$ cat config.mk
export PLATFORM = sky130hd
export DESIGN_NAME = edge_debouncer_with_bounce_count_unit
export DESIGN_NICKNAME = d
export VERILOG_FILES = /design/src/ebd_pkg.sv /design/src/ebd_core.sv /design/src/edge_debouncer_with_bounce_count_unit.sv
export SDC_FILE = /design/constraint.sdc
export NUM_CORES = 1
export LEC_CHECK = 0
export BUFFER_PORTS_ARGS = -buffer_cell sky130_fd_sc_hd__clkbuf_2
export CAP_MARGIN = 25
export CELL_PAD_IN_SITES_DETAIL_PLACEMENT = 1
export CELL_PAD_IN_SITES_GLOBAL_PLACEMENT = 2
export CORE_ASPECT_RATIO = 1.75
export CORE_MARGIN = 3
export CORE_UTILIZATION = 35
export DETAILED_ROUTE_END_ITERATION = 6
export PLACE_DENSITY = 0.91
export SLEW_MARGIN = 20
export SYNTH_ARGS = -nofsm -noshare
export SYNTH_HDL_FRONTEND = slang
export SYNTH_HIERARCHICAL = 1
export SYNTH_SLANG_ARGS = --single-unit
$ cat constraint.sdc
create_clock -name clk -period 3.3 [get_ports clk]
set_input_delay 0.66 -clock clk [delete_from_list [all_inputs] [get_ports clk]]
set_output_delay 0.66 -clock clk [all_outputs]
set_load 0.005 [all_outputs]
$ cat src/ebd_pkg.sv
`timescale 1ns / 1ps
// Shared types and constants for the edge debouncer with bounce count.
// No dependencies; used by ebd_core and the top level.
package ebd_pkg;

  localparam int TIMER_BITS_DEFAULT = 20;
  localparam int COUNT_BITS_DEFAULT = 16;
  localparam int DEFAULT_TICKS      = 1000;
  localparam int OUT_COUNT_BITS     = 16;
  localparam int ADDR_BITS          = 3;
  localparam int DATA_BITS          = 32;

  localparam logic REG_DEBOUNCE_TICKS = 1'b0;
  localparam logic REG_TRIGGER_MODE   = 1'b1;

  typedef enum logic [1:0] {
    MODE_RISING  = 2'd0,
    MODE_FALLING = 2'd1,
    MODE_NONE    = 2'd2
  } mode_t;

  typedef struct packed {
    logic       mode_wr;
    logic [1:0] mode_value;
  } cfg_wr_t;

  typedef struct packed {
    logic                      fire;
    logic                      expired;
    logic [OUT_COUNT_BITS-1:0] last_bounce_count;
  } result_t;

endpackage

$ cat src/ebd_core.sv
`timescale 1ns / 1ps
// Edge detect, retriggerable timeout and bounce counters, one tick per cycle while step is high.
// Depends on ebd_pkg.
module ebd_core #(
  parameter int TIMER_BITS = ebd_pkg::TIMER_BITS_DEFAULT,
  parameter int COUNT_BITS = ebd_pkg::COUNT_BITS_DEFAULT
) (
  input  logic                  clk,
  input  logic                  rst,
  input  logic                  step,
  input  logic                  pin_level,
  input  logic [TIMER_BITS-1:0] debounce_ticks,
  input  logic [1:0]            trigger_mode,
  input  ebd_pkg::cfg_wr_t      cfg_wr,
  output ebd_pkg::result_t      result
);

  logic                  previous_level;
  logic                  previous_level_next;
  logic [TIMER_BITS-1:0] timer_remaining;
  logic [TIMER_BITS-1:0] timer_remaining_next;
  logic                  timer_active;
  logic                  timer_active_next;
  logic [COUNT_BITS-1:0] running_count;
  logic [COUNT_BITS-1:0] running_count_next;
  logic [COUNT_BITS-1:0] settled_count;
  logic [COUNT_BITS-1:0] settled_count_next;
  logic [31:0]           settled_ext;
  logic                  edge_seen;
  logic                  at_target;
  logic                  expire;

  always_comb begin
    case (trigger_mode)
      ebd_pkg::MODE_RISING: begin
        edge_seen = !previous_level && pin_level;
        at_target = pin_level;
      end
      ebd_pkg::MODE_FALLING: begin
        edge_seen = previous_level && !pin_level;
        at_target = !pin_level;
      end
      default: begin
        edge_seen = 1'b0;
        at_target = 1'b0;
      end
    endcase
  end

  assign expire = !edge_seen && timer_active && (timer_remaining <= TIMER_BITS'(1));

  always_comb begin
    previous_level_next  = previous_level;
    timer_remaining_next = timer_remaining;
    timer_active_next    = timer_active;
    running_count_next   = running_count;
    settled_count_next   = settled_count;
    if (cfg_wr.mode_wr) begin
      running_count_next = '0;
      settled_count_next = '0;
      if (cfg_wr.mode_value[1]) begin
        timer_active_next    = 1'b0;
        timer_remaining_next = '0;
      end
    end else if (step) begin
      previous_level_next = pin_level;
      if (edge_seen) begin
        if (running_count != {COUNT_BITS{1'b1}}) begin
          running_count_next = running_count + COUNT_BITS'(1);
        end
        timer_remaining_next = debounce_ticks;
        timer_active_next    = 1'b1;
      end else if (expire) begin
        timer_remaining_next = '0;
        timer_active_next    = 1'b0;
        settled_count_next   = running_count;
        running_count_next   = '0;
      end else if (timer_active) begin
        timer_remaining_next = timer_remaining - TIMER_BITS'(1);
      end
    end
  end

  always_ff @(posedge clk) begin
    if (rst) begin
      previous_level  <= 1'b1;
      timer_remaining <= '0;
      timer_active    <= 1'b0;
      running_count   <= '0;
      settled_count   <= '0;
    end else begin
      previous_level  <= previous_level_next;
      timer_remaining <= timer_remaining_next;
      timer_active    <= timer_active_next;
      running_count   <= running_count_next;
      settled_count   <= settled_count_next;
    end
  end

  assign settled_ext = 32'(settled_count_next);

  always_comb begin
    result.fire    = expire && at_target;
    result.expired = expire;
    if (|settled_ext[31:ebd_pkg::OUT_COUNT_BITS]) begin
      result.last_bounce_count = {ebd_pkg::OUT_COUNT_BITS{1'b1}};
    end else begin
      result.last_bounce_count = settled_ext[ebd_pkg::OUT_COUNT_BITS-1:0];
    end
  end

  a_expire_disarms: assert property (@(posedge clk) disable iff (rst)
    step && !cfg_wr.mode_wr && expire |=> !timer_active && running_count == '0)
    else $error("timer still armed after expiry");

  a_edge_arms: assert property (@(posedge clk) disable iff (rst)
    step && !cfg_wr.mode_wr && edge_seen |=> timer_active && running_count != '0)
    else $error("edge did not arm timer");

  a_fire_needs_expire: assert property (@(posedge clk) disable iff (rst)
    result.fire |-> result.expired && timer_active)
    else $error("fire without expiry");

endmodule

$ cat src/edge_debouncer_with_bounce_count_unit.sv
`timescale 1ns / 1ps
// Top level: APB register file, debouncer core and two-entry output buffer.
// Depends on ebd_pkg and ebd_core.
//
//  port group  | direction | handshake          | payload
//  ------------+-----------+--------------------+-----------------------------------
//  input       | in        | in_valid/in_stall  | pin_level
//  output      | out       | out_valid/out_stall| fire, expired, last_bounce_count
//  config      | in/out    | psel/penable/pready| paddr, pwdata, prdata
//
// One tick per cycle while in_stall is low; each accepted transaction yields one
// registered result transaction. A skid register behind the output register keeps
// input flowing while out_stall is high; in_stall rises only when both are full.
// Synchronous reset restores debounce_ticks 1000, rising mode, pin high.
module edge_debouncer_with_bounce_count_unit #(
  parameter int TIMER_BITS = ebd_pkg::TIMER_BITS_DEFAULT,
  parameter int COUNT_BITS = ebd_pkg::COUNT_BITS_DEFAULT
) (
  input  logic                                clk,
  input  logic                                rst,
  input  logic                                in_valid,
  output logic                                in_stall,
  input  logic                                pin_level,
  output logic                                out_valid,
  input  logic                                out_stall,
  output logic                                fire,
  output logic                                expired,
  output logic [ebd_pkg::OUT_COUNT_BITS-1:0]  last_bounce_count,
  input  logic                                psel,
  input  logic                                penable,
  input  logic                                pwrite,
  input  logic [ebd_pkg::ADDR_BITS-1:0]       paddr,
  input  logic [ebd_pkg::DATA_BITS-1:0]       pwdata,
  output logic [ebd_pkg::DATA_BITS-1:0]       prdata,
  output logic                                pready
);

  logic [TIMER_BITS-1:0] debounce_ticks;
  logic [1:0]            trigger_mode;
  logic                  wr_en;
  logic                  step;
  ebd_pkg::cfg_wr_t      cfg_wr;
  ebd_pkg::result_t      result;
  ebd_pkg::result_t      out_data;
  ebd_pkg::result_t      skid_data;
  logic                  skid_valid;

  assign pready = 1'b1;
  assign wr_en  = psel && penable && pwrite && pready;

  always_ff @(posedge clk) begin
    if (rst) begin
      debounce_ticks <= TIMER_BITS'(ebd_pkg::DEFAULT_TICKS);
      trigger_mode   <= ebd_pkg::MODE_RISING;
    end else if (wr_en) begin
      case (paddr[2])
        ebd_pkg::REG_DEBOUNCE_TICKS: debounce_ticks <= pwdata[TIMER_BITS-1:0];
        ebd_pkg::REG_TRIGGER_MODE:   trigger_mode   <= pwdata[1:0];
        default: ;
      endcase
    end
  end

  always_comb begin
    case (paddr[2])
      ebd_pkg::REG_DEBOUNCE_TICKS: prdata = ebd_pkg::DATA_BITS'(debounce_ticks);
      ebd_pkg::REG_TRIGGER_MODE:   prdata = ebd_pkg::DATA_BITS'(trigger_mode);
      default:                     prdata = '0;
    endcase
  end

  assign cfg_wr.mode_wr    = wr_en && (paddr[2] == ebd_pkg::REG_TRIGGER_MODE);
  assign cfg_wr.mode_value = pwdata[1:0];

  assign in_stall = skid_valid;
  assign step     = in_valid && !in_stall;

  ebd_core #(
    .TIMER_BITS(TIMER_BITS),
    .COUNT_BITS(COUNT_BITS)
  ) u_core (
    .clk            (clk),
    .rst            (rst),
    .step           (step),
    .pin_level      (pin_level),
    .debounce_ticks (debounce_ticks),
    .trigger_mode   (trigger_mode),
    .cfg_wr         (cfg_wr),
    .result         (result)
  );

  always_ff @(posedge clk) begin
    if (rst) begin
      out_valid  <= 1'b0;
      skid_valid <= 1'b0;
    end else begin
      if (!out_valid || !out_stall) begin
        if (skid_valid) begin
          out_valid  <= 1'b1;
          skid_valid <= 1'b0;
        end else begin
          out_valid <= step;
        end
      end else if (step) begin
        skid_valid <= 1'b1;
      end
    end
  end

  always_ff @(posedge clk) begin
    if (!out_valid || !out_stall) begin
      if (skid_valid) begin
        out_data <= skid_data;
      end else if (step) begin
        out_data <= result;
      end
    end else if (step) begin
      skid_data <= result;
    end
  end

  assign fire              = out_data.fire;
  assign expired           = out_data.expired;
  assign last_bounce_count = out_data.last_bounce_count;

endmodule

==> out/metrics.csv <==
stage,metric,value,unit
run_status,status,"finished, final reports clean",
global_routing,track_usage,16.96,%
timing,post-route-min-period,2.828,ns
power_and_ir_drop,leakage,0.002659,uW
die,floorplan.die_area,17550,um^2
detailed_routing,route.detailed.vias_per_inst,5.554,
synth,yosys_register_bits,114,
cts,cts_buffers,17,
worst_setup_path,max_stage_delay,0.76,ns
timing,rsz0062_at_grt,false,
cts,cts-root-to-sink-buffers,2,
timing,timing.slew.headroom,36.18,%
timing,finalSetupViolations,0,
finish,filler_cell_count,1753,
cts,hold_buffers,0,
worst_setup_path,cp_cell_sequence,inv_1 > ha_1 > nor2_1 > nor4_4 > a21oi_2 > nand2_1 > o22ai_1,
die,io_pins,96,
die,fp.dieH,173,um
synth,synth_top_area_cell,dfxtp_1,
global_routing,wire_length_of_the_first_global_routing_pass,23.77,mm
global_routing,remaining_overflow_grt,0,
place,final_gp_congestion,0.9273,
worst_setup_path,path_buf_inv,1,
place,port_buffers,68,
worst_hold_path,min_path_type,reg2reg,
worst_setup_path,element_type_at_the_critical_path_end,flip-flop,
synth,post_synth_instance_area,5578,um^2
timing,final.setup.tns,0,ns
die,initial_core_utilization,36.07,%
die,cell_row_count,60,
synth,ys_seq_area_share,47.38,%
detailed_routing,drc,0,
worst_setup_path,critPathTopFamily,compound AO/OA/AOI/OAI gates,
synth,synth_area_leaders,"dfxtp_1 28%, edfxtp_1 19%, mux2i_1 6.8%",
synth,synth-edff-count,36,
die,die_w,101.4,um
finish,design.final.nets,676,
detailed_routing,detail_route.wirelength,14.58,mm
synth,avg_inst_size_synth,9.907,um^2
die,core_area,15460,um^2
detailed_routing,drt_iter0_markers,142,
worst_setup_path,criticalPathCategory,reg2reg,
detailed_routing,detailroute.via_count,4604,
power_and_ir_drop,vdd_ir_drop_max,0.0003138,V
synth,synth_warnings,6,
finish,areaGrowthSynthToFinish,19.45,%
finish,finalInstanceArea,6663,um^2
detailed_routing,ant_nets,0,
synth,synth_top_flop_cell,dfxtp_1,
global_routing,via_count_of_the_first_global_routing_pass,4913,
run,max_cap_violations,0,
synth,yosysUniqueCellTypes,58,
global_routing,grt_start_max_net_pins,58,
worst_setup_path,critPathMaxFanout,19,
place,hpwlAfterDp,10.48,mm
cts,cts-htree-levels,4,
cts,worst_skew_pair.late_latency,0.41,ns
global_routing,antenna_found_initial,0,
cts,clockRootBuffer,clkbuf_16,
synth,number_of_instances_in_the_synthesized_netlist,563,
synth,post-synth-top-area-fraction,27.99,%
cts,clk_pin_slew_worst_paths,0.05,ns
cts,clock_tree_from_tritoncts,done,
finish,layout.area.seq,2643,um^2
synth,synth_async_sr_flop_share,0,%
cts,post_cts.resized_instances,0,
power_and_ir_drop,power_density,564.5,nW/um^2
timing,fmax,353.6,MHz
cts,post_cts_buffers,0,
finish,n_antenna_cell,0,
detailed_routing,routedWlPerCell,17.59,um
worst_setup_path,timing.critical_path.slowest_stage_cell,a21oi_2,
worst_setup_path,timing.critical_path.arrival,3.15,ns
finish,combined_area_of_the_multi_input_logic_cells,2675,um^2
timing,fin_worst_skew,0.01117,ns
finish,layout_cell_share_with_drive_strength_beyond_1,23.02,%
worst_setup_path,setup.worst_path.start_class,flip-flop,
timing,report.final.slew_viol_count,0,
timing,period_share,85.69,%
detailed_routing,drt_pre_antenna_iters,6,
worst_setup_path,timing.critical_path.required,3.62,ns
timing,timing_hold_violations_final,0,
place,placed_area,6068,um^2
cts,cts.sink_count,114,
timing,max_slew.worst_pin.slew,0.9573,ns
area by class of cell:
class | instances | share of cell area (%)
Sequential cell | 114 | 39.66
Multi-Input combinational cell | 403 | 40.15
Clock buffer | 18 | 6.441
Timing Repair Buffer | 86 | 7.324
Tap cell | 186 | 3.493
Clock inverter | 14 | 2.479
Inverter | 8 | 0.4507
routing by layer:
| metal | GRT usage [%] | wire (um) |
|---|---|---|
| met1 | 16.69 | 5273 |
| met2 | 31.58 | 8167 |
| met3 | 3.916 | 603 |
| met4 | 8.985 | 534 |
| met5 | 0 | 0 |
metrics by stage:
| step | hold WS (ns) | utilization (%) | setup slack (ns) | total power, uW | cells |
|---|---|---|---|---|---|
| after floorplan | 0.4507 | - | 0.6086 | 1833 | 574 |
| after global routing | 0.4932 | 43.08 | 0.2966 | 3909 | 829 |
| after CTS | 0.4808 | 43.08 | 0.5168 | 3793 | 829 |
| final | 0.4928 | 43.08 | 0.4722 | 3761 | 829 |
| after detailed placement | 0.4778 | 39.24 | 0.3403 | 1960 | 797 |
| after global placement | 0.4713 | 39.24 | 0.4258 | 1938 | 797 |
Yosys cell counts, types with 10 or more instances:
cell      count
a21oi_1      25
a22oi_1      12
and3_1       10
buf_4        14
clkbuf_1     23
dfxtp_1      78
edfxtp_1     36
mux2_2       20
mux2i_1      38
nand2_1      21
nand2b_1     35
nor2_1       60
nor2b_1      23
nor3_1       12
o21ai_0      13
o31ai_1      11
or4_1        10
flip-flops by register name (all words and copies together) (netlist names):
signal,flops
expired,1
in_stall,1
u_core/timer_active,1
fire,1
skid_data,18
u_core/timer_remaining,20
out_valid,1
u_core/settled_count,16
u_core/running_count,16
u_core/previous_level,1
debounce_ticks,20
last_bounce_count,16
trigger_mode,2
cell usage in the layout, fill, tap and decap left out, types with 13 or more instances in the layout:
cell	instances
mux2_2	20
edfxtp_1	36
mux2i_1	38
nor2b_1	23
dfxtp_1	78
conb_1	13
nor2_1	60
clkbuf_16	17
a21oi_1	25
nand2b_1	35
buf_4	17
clkbuf_2	68
nand2_1	21
worst register-to-register path: stages, from the launching register on:
cell and delay, ns:
dfxtp_1 0.51, inv_1 0.09, ha_1 0.32, nor2_1 0.21, nor4_4 0.07, a21oi_2 0.76
nand2_1 0.48, o22ai_1 0.31
power breakdown:
group / total [uW] / internal (uW) / switching, uW
Combinational: 420 / 168 / 252
Sequential: 1520 / 1480 / 31.6
Clock: 1830 / 1180 / 644
final timing paths:
| path | start | to | slack, ns | depth (start not counted) |
|---|---|---|---|---|
| setup reg to reg | u_core/timer_remaining[0]$_SDFFE_PP0P_ | u_core/timer_remaining[0]$_SDFFE_PP0P_ | 0.47 | 7 |
| hold / removal | debounce_ticks[11]$_SDFFE_PP0P_ | debounce_ticks[11]$_SDFFE_PP0P_ | 0.49 | 2 |
| setup / recovery | u_core/timer_remaining[0]$_SDFFE_PP0P_ | u_core/timer_remaining[0]$_SDFFE_PP0P_ | 0.47 | 7 |
| hold reg to reg | debounce_ticks[11]$_SDFFE_PP0P_ | debounce_ticks[11]$_SDFFE_PP0P_ | 0.49 | 2 |
cells by family after synthesis:
group | Yosys count | synth area share (%)
adders and majority gates | 3 | 0.6730
DFF | 114 | 47.38
other | 2 | 0.1346
AOI/OAI and AO/OA | 106 | 12.99
xor gates and xnor gates | 7 | 1.099
and+or+nand+nor | 216 | 21.33
muxes | 58 | 10.86
buffers and inverters | 57 | 5.540
No activity file was read; power rests on OpenSTA's default activity.
